File: config.mk
export PLATFORM = sky130hd
export DESIGN_NAME = dwpd_csr
export DESIGN_NICKNAME = d
export VERILOG_FILES = /design/src/rtl/dwpd_pkg.sv /design/src/rtl/dwpd_csr.sv
export SDC_FILE = /design/constraint.sdc
export NUM_CORES = 1
export LEC_CHECK = 0
export BUFFER_PORTS_ARGS = -buffer_cell sky130_fd_sc_hd__buf_4
export CORE_MARGIN = 2
export CORE_UTILIZATION = 30
export CTS_CLUSTER_SIZE = 28
export DETAILED_ROUTE_END_ITERATION = 10
export PLACE_DENSITY_LB_ADDON = 0.1
export SKIP_CTS_REPAIR_TIMING = 1
export SYNTH_ARGS = -nofsm -noshare
export SYNTH_HDL_FRONTEND = slang
export SYNTH_SLANG_ARGS = --single-unit
File: constraint.sdc
create_clock -name clock -period 4.9 [get_ports clock]
set_input_delay 0.735 -clock clock [delete_from_list [all_inputs] [get_ports clock]]
set_output_delay 0.735 -clock clock [all_outputs]
set_load 0.1 [all_outputs]
File: src/rtl/dwpd_pkg.sv
// ----------------------------------------------------------------------------
// dwpd_pkg
// Shared widths, register map, direction codes and inter-stage bundles of the
// dual-wheel PD position controller.
// ----------------------------------------------------------------------------
package dwpd_pkg;

   localparam int ENC_W    = 20;
   localparam int POS_W    = 28;
   localparam int ERR_W    = 29;
   localparam int DERR_W   = 30;
   localparam int GAIN_W   = 16;
   localparam int PWM_W    = 12;
   localparam int OUT_W    = 14;
   localparam int CNT_W    = 8;
   localparam int FRAC_W   = 12;
   localparam int DIR_W    = 2;

   localparam int PROP_W   = ERR_W + GAIN_W + 1;
   localparam int DPROD_W  = DERR_W + GAIN_W + 1;
   localparam int SUM_W    = DPROD_W + 1;
   localparam int SYNC_W   = ERR_W + GAIN_W + 1;
   localparam int PD_W     = PWM_W + FRAC_W + 1;
   localparam int OSUM_W   = SYNC_W + 1;
   localparam int Q_W      = OSUM_W - FRAC_W;

   localparam int OUT_LIMIT = 8191;

   localparam int DATA_W   = 32;
   localparam int ADDR_W   = 5;
   localparam int REG_IDX_W = 3;

   localparam logic [DIR_W-1:0] DIR_FWD  = 2'd1;
   localparam logic [DIR_W-1:0] DIR_BACK = 2'd2;

   localparam logic [REG_IDX_W-1:0] REG_GOAL_LEFT   = 3'd0;
   localparam logic [REG_IDX_W-1:0] REG_GOAL_RIGHT  = 3'd1;
   localparam logic [REG_IDX_W-1:0] REG_KP_LINE     = 3'd2;
   localparam logic [REG_IDX_W-1:0] REG_KD_LINE     = 3'd3;
   localparam logic [REG_IDX_W-1:0] REG_KP_TURN     = 3'd4;
   localparam logic [REG_IDX_W-1:0] REG_KD_TURN     = 3'd5;
   localparam logic [REG_IDX_W-1:0] REG_KP_SYNC     = 3'd6;
   localparam logic [REG_IDX_W-1:0] REG_PWM_MAX     = 3'd7;

   typedef struct packed {
      logic signed [POS_W-1:0] goal_left;
      logic signed [POS_W-1:0] goal_right;
      logic [GAIN_W-1:0]       kp_line;
      logic [GAIN_W-1:0]       kd_line;
      logic [GAIN_W-1:0]       kp_turn;
      logic [GAIN_W-1:0]       kd_turn;
      logic [GAIN_W-1:0]       kp_sync;
      logic [PWM_W-1:0]        pwm_max;
   } cfg_type;

   typedef struct packed {
      logic                     valid;
      logic                     turning;
      logic                     done;
      logic signed [ERR_W-1:0]  err_l;
      logic signed [ERR_W-1:0]  err_r;
      logic signed [DERR_W-1:0] derr_l;
      logic signed [DERR_W-1:0] derr_r;
      logic signed [ERR_W-1:0]  sync_e;
   } trk_type;

   typedef struct packed {
      logic                     valid;
      logic                     turning;
      logic                     done;
      logic signed [PD_W-1:0]   pd_l;
      logic signed [PD_W-1:0]   pd_r;
      logic signed [SYNC_W-1:0] sync;
   } pd_type;

endpackage

File: src/rtl/dwpd_csr.sv
// ----------------------------------------------------------------------------
// dwpd_csr
// APB register file holding goals, gains and the PWM clamp.
// ----------------------------------------------------------------------------
module dwpd_csr (
   input  logic                         clock,
   input  logic                         reset,
   input  logic                         csr_psel,
   input  logic                         csr_penable,
   input  logic                         csr_pwrite,
   input  logic [dwpd_pkg::ADDR_W-1:0]  csr_paddr,
   input  logic [dwpd_pkg::DATA_W-1:0]  csr_pwdata,
   output logic [dwpd_pkg::DATA_W-1:0]  csr_prdata,
   output logic                         csr_pready,
   output dwpd_pkg::cfg_type            cfg
);
   import dwpd_pkg::*;

   cfg_type              cfg_ff;
   cfg_type              cfg_in;
   logic [REG_IDX_W-1:0] idx;
   logic                 wr;

   assign idx        = csr_paddr[ADDR_W-1:2];
   assign wr         = csr_psel && csr_penable && csr_pwrite;
   assign csr_pready = 1'b1;
   assign cfg        = cfg_ff;

   always_comb begin
      cfg_in = cfg_ff;
      if (wr) begin
         unique case (idx)
            REG_GOAL_LEFT:   cfg_in.goal_left   = csr_pwdata[POS_W-1:0];
            REG_GOAL_RIGHT:  cfg_in.goal_right  = csr_pwdata[POS_W-1:0];
            REG_KP_LINE:     cfg_in.kp_line     = csr_pwdata[GAIN_W-1:0];
            REG_KD_LINE:     cfg_in.kd_line     = csr_pwdata[GAIN_W-1:0];
            REG_KP_TURN:     cfg_in.kp_turn     = csr_pwdata[GAIN_W-1:0];
            REG_KD_TURN:     cfg_in.kd_turn     = csr_pwdata[GAIN_W-1:0];
            REG_KP_SYNC:     cfg_in.kp_sync     = csr_pwdata[GAIN_W-1:0];
            REG_PWM_MAX:     cfg_in.pwm_max     = csr_pwdata[PWM_W-1:0];
         endcase
      end
   end

   always_comb begin
      unique case (idx)
         REG_GOAL_LEFT:   csr_prdata = DATA_W'(cfg_ff.goal_left);
         REG_GOAL_RIGHT:  csr_prdata = DATA_W'(cfg_ff.goal_right);
         REG_KP_LINE:     csr_prdata = DATA_W'(cfg_ff.kp_line);
         REG_KD_LINE:     csr_prdata = DATA_W'(cfg_ff.kd_line);
         REG_KP_TURN:     csr_prdata = DATA_W'(cfg_ff.kp_turn);
         REG_KD_TURN:     csr_prdata = DATA_W'(cfg_ff.kd_turn);
         REG_KP_SYNC:     csr_prdata = DATA_W'(cfg_ff.kp_sync);
         REG_PWM_MAX:     csr_prdata = DATA_W'(cfg_ff.pwm_max);
      endcase
   end

   always_ff @(posedge clock) begin
      if (reset) begin
         cfg_ff.goal_left   <= '0;
         cfg_ff.goal_right  <= '0;
         cfg_ff.kp_line     <= GAIN_W'(256);
         cfg_ff.kd_line     <= '0;
         cfg_ff.kp_turn     <= GAIN_W'(256);
         cfg_ff.kd_turn     <= '0;
         cfg_ff.kp_sync     <= '0;
         cfg_ff.pwm_max     <= PWM_W'(1000);
      end else begin
         cfg_ff <= cfg_in;
      end
   end

endmodule

==> impl_metrics.env <==
export IMPL_n_antenna_cell=0
export IMPL_end_kind="primary output"
export IMPL_regArea_um2=2963
export IMPL_die_area_um2=23110
export IMPL_grt_setup_unrepaired="false"
export IMPL_routedWlPerCell_um=19.66
export IMPL_fin_nets=1047
export IMPL_start_util_pct=30.31
export IMPL_syn_mean_instance_area_um2=7.789
export IMPL_drt_drc_violations_left=0
export IMPL_dp_cells=1266
export IMPL_track_usage_pct=21.54
export IMPL_ys_flop_type="dfxtp_1"
export IMPL_clock_skew_ns=0
export IMPL_instances_no_fill=1295
export IMPL_r2r_start="cfg[84]$_SDFFE_PP1P_"
export IMPL_fp_dieH_um=152.0
export IMPL_synthCells=844
export IMPL_synth_seq_cells=148
export IMPL_maxClockFrequency_mhz=278.4
export IMPL_critPathArrivalTime_ns=2.86
export IMPL_syn2layout_area_growth_pct=32.93
export IMPL_slowest_stage="nor2_2"
export IMPL_vias=6472
export IMPL_synth_edf_count=0
export IMPL_core_um2=21690
export IMPL_n_fill_cell=2306
export IMPL_rows=54
export IMPL_drt_iter0_markers=414
export IMPL_startpoint_type="primary input"
export IMPL_path_cells="buf_4, nand2b_4, nor2_2, a221oi_1, nor2_1, buf_4"
export IMPL_clock_root_buffer="clkbuf_16"
export IMPL_final_hold_viol_count=0
export IMPL_ios=223
export IMPL_synth_area_top_cells="dfxtp_1, nand2_1, a21oi_1"
export IMPL_largest_reg_flops=148
export IMPL_worst_slew_pin_slew_ns=1.103
export IMPL_setup_viol=0
export IMPL_critPathMaxStageDelay_ns=0.70
export IMPL_htreeDepth=4
export IMPL_cp_max_fo=46
export IMPL_cts_tree="built"
export IMPL_ir_drop_v=0.0002022
export IMPL_drtAntennaViolNets=0
export IMPL_drive_gt1_share_pct=27.59
export IMPL_synth_largest_area_cell="dfxtp_1"
export IMPL_worst_slew_margin_rel_pct=26.17
export IMPL_p_per_area_nw_per_um2=321.6
export IMPL_port_buffers=215
export IMPL_netlist_area_um2=6574
export IMPL_hpwlAfterDp_um=17400
export IMPL_clockBufferDepth=2
export IMPL_grt_pass1_vias=6199
export IMPL_period_needed_ns=3.592
export IMPL_dr_pass1_iters=5
export IMPL_ys_warn_count=0
export IMPL_min_path_type="reg -> reg"
export IMPL_drv_slew=0
export IMPL_required_ns=4.16
export IMPL_status="finished clean"
export IMPL_grt_ovfl_total=0
export IMPL_layout_commonest_cell="nand2_1"
export IMPL_critPathKind="in -> out"
export IMPL_clock_latency_ns=0.42
export IMPL_hold_start="cfg[122]$_SDFFE_PP0P_"
export IMPL_reg2reg_depth=3
export IMPL_ys_seq_area_share_pct=45.07
export IMPL_drt_wl_total_um=25470
export IMPL_min_path_cells=2
export IMPL_multiInputGateArea_um2=3128
export IMPL_async_reset_ff_share_pct=0
export IMPL_p_leak_nw=3.464
export IMPL_cts_buffers=17
export IMPL_cp_startpoint="csr_paddr[2]"
export IMPL_cts_sinks=148
export IMPL_grt_max_degree=55
export IMPL_tns_ns=0
export IMPL_antenna_found_initial=0
export IMPL_synth_top_area_share_pct=45.07
export IMPL_vias_per_cell=4.998
export IMPL_path_common_cell="buf_4"
export IMPL_final_cell_mix="nand2_1, buf_4, dfxtp_1"
export IMPL_clkTransAtPathRegs_ns=0.06
export IMPL_ys_types=38
export IMPL_drv_cap=0
export IMPL_post_route_period_util_pct=73.31
export IMPL_grt_pass1_wl_um=38500
export IMPL_synth_fp_nets=886
export IMPL_gp_congestion=0.8269
export IMPL_die_width_um=152.0
## logic make-up after synthesis
family | after synthesis | synth area share, %
other | 1 | 0.05704
AOI/OAI and AO/OA | 250 | 22.36
DFF | 148 | 45.07
muxes | 29 | 4.625
and+or+nand+nor | 317 | 20.42
buffers and inverters | 99 | 7.461
## metal layers
layer,up-vias,wire length [um],share of wire (%),track usage [%]
li1,3179,-,-,-
met1,3089,11220,44,28.36
met2,186,12370,49,35.33
met3,18,1528,6.0,5.277
met4,0,347,1.4,5.830
met5,-,0,0,0
## synth_stat cells, types with 3 or more instances
| library cell | count |
|---|---|
| nand2_1 | 251 |
| dfxtp_1 | 148 |
| a21oi_1 | 142 |
| o21ai_0 | 47 |
| buf_2 | 34 |
| clkbuf_1 | 33 |
| nor2_1 | 32 |
| a221oi_1 | 24 |
| a22o_1 | 24 |
| mux2i_1 | 18 |
| inv_1 | 15 |
| buf_4 | 12 |
| mux2_2 | 11 |
| nand3b_1 | 8 |
| nor2b_1 | 7 |
| buf_6 | 4 |
| nor2_2 | 3 |
| o22ai_1 | 3 |
| or2_2 | 3 |
| or3_1 | 3 |
## worst max-delay path, delay by kind of cell
family,cells,cell delay [ns]
simple gates,3,1.07
compound gates,1,0.21
buf+inv,2,0.80
## stage by stage
| step | util [%] | total power [mW] | hold slack, ns | area (um^2) | setup slack [ns] |
|---|---|---|---|---|---|
| after floorplan | - | 1.493 | 0.8710 | 6574 | 1.223 |
| after global placement | 37.78 | 1.591 | 0.4601 | 8194 | 1.321 |
| after detailed placement | 37.78 | 1.591 | 0.4630 | 8194 | 1.304 |
| after CTS | 40.29 | 2.836 | 0.4720 | 8738 | 1.305 |
| after global routing | 40.29 | 2.914 | 0.4875 | 8738 | 1.199 |
| final | 40.29 | 2.810 | 0.4708 | 8738 | 1.308 |
## area by class of cell
cell class	instances	area share [%]
sequential	148	33.91
inverter	15	0.6443
multi-input combinational	597	35.80
clock buffer	18	4.911
timing repair buffer	226	19.42
clock inverter	11	1.317
tap	280	4.009
## final timing paths
kind                            to  slack [ns]
min reg2reg  cfg[122]$_SDFFE_PP0P_        0.47
min          cfg[122]$_SDFFE_PP0P_        0.47
max                  csr_prdata[7]        1.31
max reg2reg   cfg[84]$_SDFFE_PP1P_        4.09
## power by group
group          switching, mW  total, mW  internal, mW
logic                  0.266      0.343        0.0766
clock network          0.511       1.25         0.736
registers            0.00775       1.22          1.21
(Power assumes the default switching activity.)
