### config.mk
export PLATFORM = sky130hd
export DESIGN_NAME = dwpd_out_flat
export DESIGN_NICKNAME = d
export VERILOG_FILES = /design/src/rtl/dwpd_pkg.sv /design/src/rtl/dwpd_if.sv /design/src/rtl/dwpd_out.sv /design/src/flat_wrapper.sv
export SDC_FILE = /design/constraint.sdc
export NUM_CORES = 1
export LEC_CHECK = 0
export BUFFER_PORTS_ARGS = -buffer_cell sky130_fd_sc_hd__buf_2
export CAP_MARGIN = 20
export CORE_MARGIN = 2
export CORE_UTILIZATION = 40
export DETAILED_ROUTE_END_ITERATION = 12
export PLACE_DENSITY = 0.7
export SLEW_MARGIN = 20
export SYNTH_ARGS = -nofsm -noshare
export SYNTH_HDL_FRONTEND = slang
export SYNTH_SLANG_ARGS = --single-unit
### constraint.sdc
create_clock -name clock -period 11.55 [get_ports clock]
set_input_delay 0.5775 -clock clock [delete_from_list [all_inputs] [get_ports clock]]
set_output_delay 0.5775 -clock clock [all_outputs]
set_load 0.02 [all_outputs]
### src/rtl/dwpd_pkg.sv
// ----------------------------------------------------------------------------
// dwpd_pkg
// Shared widths, register map, direction codes and inter-stage bundles of the
// dual-wheel PD position controller.
// ----------------------------------------------------------------------------
package dwpd_pkg;

   localparam int ENC_W    = 20;
   localparam int POS_W    = 28;
   localparam int ERR_W    = 29;
   localparam int DERR_W   = 30;
   localparam int GAIN_W   = 16;
   localparam int PWM_W    = 12;
   localparam int OUT_W    = 14;
   localparam int CNT_W    = 8;
   localparam int FRAC_W   = 12;
   localparam int DIR_W    = 2;

   localparam int PROP_W   = ERR_W + GAIN_W + 1;
   localparam int DPROD_W  = DERR_W + GAIN_W + 1;
   localparam int SUM_W    = DPROD_W + 1;
   localparam int SYNC_W   = ERR_W + GAIN_W + 1;
   localparam int PD_W     = PWM_W + FRAC_W + 1;
   localparam int OSUM_W   = SYNC_W + 1;
   localparam int Q_W      = OSUM_W - FRAC_W;

   localparam int OUT_LIMIT = 8191;

   localparam int DATA_W   = 32;
   localparam int ADDR_W   = 5;
   localparam int REG_IDX_W = 3;

   localparam logic [DIR_W-1:0] DIR_FWD  = 2'd1;
   localparam logic [DIR_W-1:0] DIR_BACK = 2'd2;

   localparam logic [REG_IDX_W-1:0] REG_GOAL_LEFT   = 3'd0;
   localparam logic [REG_IDX_W-1:0] REG_GOAL_RIGHT  = 3'd1;
   localparam logic [REG_IDX_W-1:0] REG_KP_LINE     = 3'd2;
   localparam logic [REG_IDX_W-1:0] REG_KD_LINE     = 3'd3;
   localparam logic [REG_IDX_W-1:0] REG_KP_TURN     = 3'd4;
   localparam logic [REG_IDX_W-1:0] REG_KD_TURN     = 3'd5;
   localparam logic [REG_IDX_W-1:0] REG_KP_SYNC     = 3'd6;
   localparam logic [REG_IDX_W-1:0] REG_PWM_MAX     = 3'd7;

   typedef struct packed {
      logic signed [POS_W-1:0] goal_left;
      logic signed [POS_W-1:0] goal_right;
      logic [GAIN_W-1:0]       kp_line;
      logic [GAIN_W-1:0]       kd_line;
      logic [GAIN_W-1:0]       kp_turn;
      logic [GAIN_W-1:0]       kd_turn;
      logic [GAIN_W-1:0]       kp_sync;
      logic [PWM_W-1:0]        pwm_max;
   } cfg_type;

   typedef struct packed {
      logic                     valid;
      logic                     turning;
      logic                     done;
      logic signed [ERR_W-1:0]  err_l;
      logic signed [ERR_W-1:0]  err_r;
      logic signed [DERR_W-1:0] derr_l;
      logic signed [DERR_W-1:0] derr_r;
      logic signed [ERR_W-1:0]  sync_e;
   } trk_type;

   typedef struct packed {
      logic                     valid;
      logic                     turning;
      logic                     done;
      logic signed [PD_W-1:0]   pd_l;
      logic signed [PD_W-1:0]   pd_r;
      logic signed [SYNC_W-1:0] sync;
   } pd_type;

endpackage

### src/rtl/dwpd_if.sv


interface dwpd_rsp_if;
   import dwpd_pkg::*;

   logic                    valid;
   logic                    ready;
   logic signed [OUT_W-1:0] pwm_left;
   logic signed [OUT_W-1:0] pwm_right;
   logic                    done_res;

   modport source (
      output valid, pwm_left, pwm_right, done_res,
      input  ready
   );
   modport sink (
      input  valid, pwm_left, pwm_right, done_res,
      output ready
   );
endinterface

### src/rtl/dwpd_out.sv
// ----------------------------------------------------------------------------
// dwpd_out
// Sync correction, scale down toward zero, saturation and result register.
// ----------------------------------------------------------------------------
module dwpd_out (
   input  logic              clock,
   input  logic              reset,
   input  logic              adv,
   input  dwpd_pkg::pd_type  pd,
   dwpd_rsp_if.source        rsp_bus
);
   import dwpd_pkg::*;

   localparam logic signed [Q_W-1:0] Q_MAX = Q_W'(OUT_LIMIT);

   logic                    valid_ff;
   logic signed [OUT_W-1:0] pwm_l_ff, pwm_r_ff, pwm_l_in, pwm_r_in;
   logic                    done_ff;
   logic                    sub_l, sub_r;
   logic signed [OSUM_W-1:0] v_l, v_r;

   function automatic logic signed [OUT_W-1:0] finish(input logic signed [OSUM_W-1:0] v);
      logic signed [OSUM_W-1:0] adj;
      logic signed [Q_W-1:0]    q;
      adj = v[OSUM_W-1] ? v + OSUM_W'((1 << FRAC_W) - 1) : v;
      q   = Q_W'(adj >>> FRAC_W);
      if (q > Q_MAX) begin
         finish = OUT_W'(Q_MAX);
      end else if (q < -Q_MAX) begin
         finish = OUT_W'(-Q_MAX);
      end else begin
         finish = OUT_W'(q);
      end
   endfunction

   always_comb begin
      sub_l    = pd.turning && pd.pd_l[PD_W-1];
      sub_r    = !(pd.turning && pd.pd_r[PD_W-1]);
      v_l      = sub_l ? OSUM_W'(pd.pd_l) - OSUM_W'(pd.sync)
                       : OSUM_W'(pd.pd_l) + OSUM_W'(pd.sync);
      v_r      = sub_r ? OSUM_W'(pd.pd_r) - OSUM_W'(pd.sync)
                       : OSUM_W'(pd.pd_r) + OSUM_W'(pd.sync);
      pwm_l_in = finish(v_l);
      pwm_r_in = finish(v_r);
   end

   always_ff @(posedge clock) begin
      if (reset) begin
         valid_ff <= 1'b0;
      end else if (adv) begin
         valid_ff <= pd.valid;
      end
   end

   always_ff @(posedge clock) begin
      if (adv) begin
         pwm_l_ff <= pwm_l_in;
         pwm_r_ff <= pwm_r_in;
         done_ff  <= pd.done;
      end
   end

   assign rsp_bus.valid     = valid_ff;
   assign rsp_bus.pwm_left  = pwm_l_ff;
   assign rsp_bus.pwm_right = pwm_r_ff;
   assign rsp_bus.done_res  = done_ff;

endmodule

### src/flat_wrapper.sv
// flat-port wrapper written by rule: the top's interface ports become plain ports
module dwpd_out_flat import dwpd_pkg::*;
  (clock, reset, adv, pd, rsp_bus_valid, rsp_bus_pwm_left, rsp_bus_pwm_right, rsp_bus_done_res, rsp_bus_ready);
  dwpd_rsp_if rsp_bus_i ();
  input  logic clock;
  input  logic reset;
  input  logic adv;
  input  dwpd_pkg::pd_type pd;
  output wire logic [$bits(rsp_bus_i.valid)-1:0] rsp_bus_valid;
  output wire logic [$bits(rsp_bus_i.pwm_left)-1:0] rsp_bus_pwm_left;
  output wire logic [$bits(rsp_bus_i.pwm_right)-1:0] rsp_bus_pwm_right;
  output wire logic [$bits(rsp_bus_i.done_res)-1:0] rsp_bus_done_res;
  input wire logic [$bits(rsp_bus_i.ready)-1:0] rsp_bus_ready;
  assign rsp_bus_valid = rsp_bus_i.valid;
  assign rsp_bus_pwm_left = rsp_bus_i.pwm_left;
  assign rsp_bus_pwm_right = rsp_bus_i.pwm_right;
  assign rsp_bus_done_res = rsp_bus_i.done_res;
  assign rsp_bus_i.ready = rsp_bus_ready;
  dwpd_out u_core (.clock(clock), .reset(reset), .adv(adv), .pd(pd), .rsp_bus(rsp_bus_i));
endmodule
==> results by stage <==
Timing:
- The number of endpoints with negative hold slack in the final report is 0.
- The portion of the clock cycle consumed by the worst path in the final layout is 0.744.
- The actual slew at the worst max-slew pin is 0.900 ns.
- The minimum clock period after layout is 8.59 ns.
- Setup repair after global routing left no endpoint under its margin.
- The worst max-slew margin expressed relative to the limit is 0.396.
- Setup violations remaining at the end of the flow were counted as 0.
- Hold is met by 0.432 ns.
- The number of slew-limit violations in the final report is 0.
- Summed over all failing endpoints, the final setup total negative slack is 0 ns.
- Static timing analysis puts the maximum clock frequency at 0.116 GHz.
- Clock skew on the completed layout was measured at 0 ns.

Clocking:
- The clock-pin slew on the worst setup and hold paths is 0.06 ns.
- The number of buffers inserted to repair setup after CTS is 0.
- The total of cells resized after clock tree synthesis is 0.
- After clock tree synthesis, the flow added hold-fix buffers numbering 0.
- The clock net sink count is 30.
- The CTS tree is built.
- In this run the number of H-tree levels came out at 2.
- At the later pin of the worst-skew pair, clock insertion delay measures 0.30 ns.
- The maximum number of buffers from clock root to sink is 2.
- Clock tree synthesis inserted a total of 5 buffers.
- The root buffer cell chosen for the clock tree is sky130_fd_sc_hd__clkbuf_16.

Cells and area:
- The most common cell after layout, fill and taps aside is sky130_fd_sc_hd__nand2_1.
- The number of nets at the end of the flow is 1814.
- The synthesis-to-finish area growth is 9.32%.
- In the final layout, the share of cells above drive strength 1 is 0.115.
- Summing all multi-input logic gate instances after layout gives 9270 um2.
- The area used by sequential logic in the layout is 891 um2.
- Leaving out fill and tap cells, the most frequent cells in the layout are sky130_fd_sc_hd__nand2_1, sky130_fd_sc_hd__nor2_1, sky130_fd_sc_hd__a21oi_1.
- The fill cell instance count of the final layout is 2774.
- Measured on the finished design, the core utilization comes to 0.444.

Die:
- 133 I/O pins were placed.
- The region available for standard cell placement spans 26000 um2.
- Row generation in the floorplan step produced 59 rows.
- The floorplan die height is 166 um.
- The effective utilization at floorplan is 0.406.
- The full die area is 27700 um2.
- The die is 166 um wide.

Synth:
- Synthesis inferred 30 register bits.
- The Yosys warning count is 0.
- In the synthesized netlist the dominant register cell turns out to be sky130_fd_sc_hd__edfxtp_1.
- The share of the Yosys chip area taken by registers is 0.0845.
- In this run, synthesis inferred 29 flip-flops with an integrated enable.
- In this run the mean area of a mapped cell was 6.85 um2.
- The summed instance area of the synthesized netlist is 10500 um2.
- Synthesis produced a netlist with a net count of 1738.
- In the synthesized netlist the async set-or-reset flop fraction comes to 0.
- The netlist uses 78 different library cells.
- Synthesis produced 1540 cells.

Min path:
- The tightest min-delay check is of the input pin to register type.

Placed design:
- After legalization and detailed placement, the total HPWL measured 28600 um.
- The count of buffers added on input and output ports is 131.
- The routability congestion estimate is 0.967.

Power:
- The cell-internal power is 573 uW.
- The power dissipated by switching net loads is 654 uW.
- The power share of the combinational group is 0.765.
- The standby leakage power is 0.00458 uW.
- Of the total power, registers draw 0.127.
- For this design the ratio of total power to cell area is 106 nW/um2.
- The share of total power dissipated in the clock network is 0.108.
- VDD sags by at most 0.0666 mV.
- Of the total power, the share spent switching nets is 0.533.

Detailed routing:
- The via density per instance is 6.14.
- For this block, the initial DRC count from the detailed router was 872.
- The residual DRC count is 0.
- The final route contains 12000 vias.
- For this run, the detailed router's first-pass iteration total came to 5.
- The detail route stage leaves a number of antenna-violating nets equal to 0.
- In the final routed layout, each cell accounts on average for 17.6 um.
- The total length of routed wires is 34300 um.

Job:
- The tool flagged a number of max-cap violations equal to 0.

Setup path:
- The type of element capturing the critical path is a register.
- The critical path is of the input pin to register type.
- The top fanout value on the critical path is 13.
- On the critical path, the stage with the largest delay is an instance of sky130_fd_sc_hd__o31ai_4.
- The startpoint type of the worst setup path is an input pin.
- Data on the critical path arrives at its endpoint at 8.60 ns.
- The data required time of the worst path is 11.56 ns.
- The largest stage delay on the critical path is 0.71 ns.

Global route:
- Entering global routing, the biggest net connects 31 pins.
- For this run the aggregate overflow at the end of global routing stands at 0.
- The wire length of the first global-routing pass is 56200 um.
- The number of antenna violations at the first check in global routing came to 3.
- The number of global-route vias before repair is 11200.
- The aggregate global-route resource usage is 0.240.

Run status:
- The flow ran to the end, and the final reports show no timing, DRC or antenna violations.
## state kept, by name (all words and copies together), names as in the netlist
signal / cells
u_core.rsp_bus.pwm_right: 14
u_core.rsp_bus.done_res: 1
u_core.rsp_bus.valid: 1
u_core.rsp_bus.pwm_left: 14
## Yosys cell counts, types with 11 or more instances
cell	count	area share
sky130_fd_sc_hd__a21oi_2	11	0.0091
sky130_fd_sc_hd__o21bai_1	12	0.0085
sky130_fd_sc_hd__and3_1	21	0.012
sky130_fd_sc_hd__nand4_1	51	0.030
sky130_fd_sc_hd__mux2i_1	13	0.012
sky130_fd_sc_hd__o21ai_0	104	0.049
sky130_fd_sc_hd__o31ai_1	11	0.0078
sky130_fd_sc_hd__o211ai_1	23	0.016
sky130_fd_sc_hd__xnor2_1	95	0.079
sky130_fd_sc_hd__nor2_1	157	0.056
sky130_fd_sc_hd__nor2b_1	11	0.0065
sky130_fd_sc_hd__or3_1	19	0.011
sky130_fd_sc_hd__edfxtp_1	29	0.083
sky130_fd_sc_hd__xor2_1	87	0.072
sky130_fd_sc_hd__or4_1	13	0.0093
sky130_fd_sc_hd__nand3_1	43	0.020
sky130_fd_sc_hd__nor3_1	63	0.030
sky130_fd_sc_hd__a21o_1	33	0.023
sky130_fd_sc_hd__nor4_1	29	0.017
sky130_fd_sc_hd__or2_2	11	0.0065
sky130_fd_sc_hd__a211oi_1	19	0.014
sky130_fd_sc_hd__o21a_1	15	0.011
sky130_fd_sc_hd__a21oi_1	132	0.063
sky130_fd_sc_hd__clkbuf_1	63	0.022
sky130_fd_sc_hd__nand2_1	168	0.060
sky130_fd_sc_hd__a31oi_1	12	0.0071
sky130_fd_sc_hd__and2_1	17	0.010
sky130_fd_sc_hd__inv_1	30	0.011
sky130_fd_sc_hd__ha_1	93	0.11
## path summary, 6_finish.rpt
check,startpoint,endpoint,slack (ns),depth (start not counted)
hold reg to reg,u_core.rsp_bus.valid,u_core.rsp_bus.valid,0.53,2
setup reg to reg,u_core.rsp_bus.valid,u_core.rsp_bus.valid,10.95,2
hold / removal,reset,u_core.rsp_bus.valid,0.43,2
setup / recovery,pd[2],u_core.rsp_bus.pwm_left[2],2.96,29
## area by class of cell
| class | count | area share |
|---|---|---|
| Clock inverter | 2 | 0.000759 |
| Multi-Input combinational cell | 1412 | 0.804 |
| Antenna cell | 2 | 0.000434 |
| Clock buffer | 6 | 0.0112 |
| Timing Repair Buffer | 137 | 0.0608 |
| Tap cell | 335 | 0.0363 |
| Inverter | 30 | 0.00976 |
| Sequential cell | 30 | 0.0772 |
## per-layer routing
| metal | global-route usage | wire (um) | up-vias |
|---|---|---|---|
| met1 | 0.334 | 16100 | 5613 |
| li1 | - | - | 5940 |
| met5 | 0 | 13 | - |
| met4 | 0.0510 | 607 | 2 |
| met3 | 0.0336 | 2350 | 35 |
| met2 | 0.393 | 15200 | 413 |
## cell families after synthesis
group	Yosys count	synth area share
flip-flops	30	0.0845
multiplexers	18	0.0177
AO/OA/AOI/OAI	466	0.288
AND/OR/NAND/NOR	651	0.307
adder cells (fa/ha/maj)	95	0.114
buffers and inverters	98	0.0371
XOR/XNOR	182	0.151
## power groups by stage
stage,clock network (uW),logic (uW),registers [uW]
after floorplan,0,673,189
after global placement,0,909,158
after detailed placement,0,921,158
after CTS,133,927,156
after global routing,137,1040,158
final,133,939,156
## metrics by stage
stage / total power [uW] / setup WS, ns / std cells / instance area, um2
floorplan: 861 / 4.04 / 1540 / 10500
global placement: 1070 / 2.88 / 1944 / 11400
detailed placement: 1080 / 2.82 / 1944 / 11400
CTS: 1220 / 3.09 / 1952 / 11500
global route: 1330 / 2.25 / 1952 / 11500
finish: 1230 / 2.96 / 1954 / 11500
## critical path: cells and delay by family
kind	cells	cell delay, ns
AOI/OAI and AO/OA	7	2.21
xor gates and xnor gates	2	0.36
adders and majority gates	1	0.49
buffers and inverters	2	0.33
and+or+nand+nor	17	4.60
No activity file was read; power rests on OpenSTA's default activity.
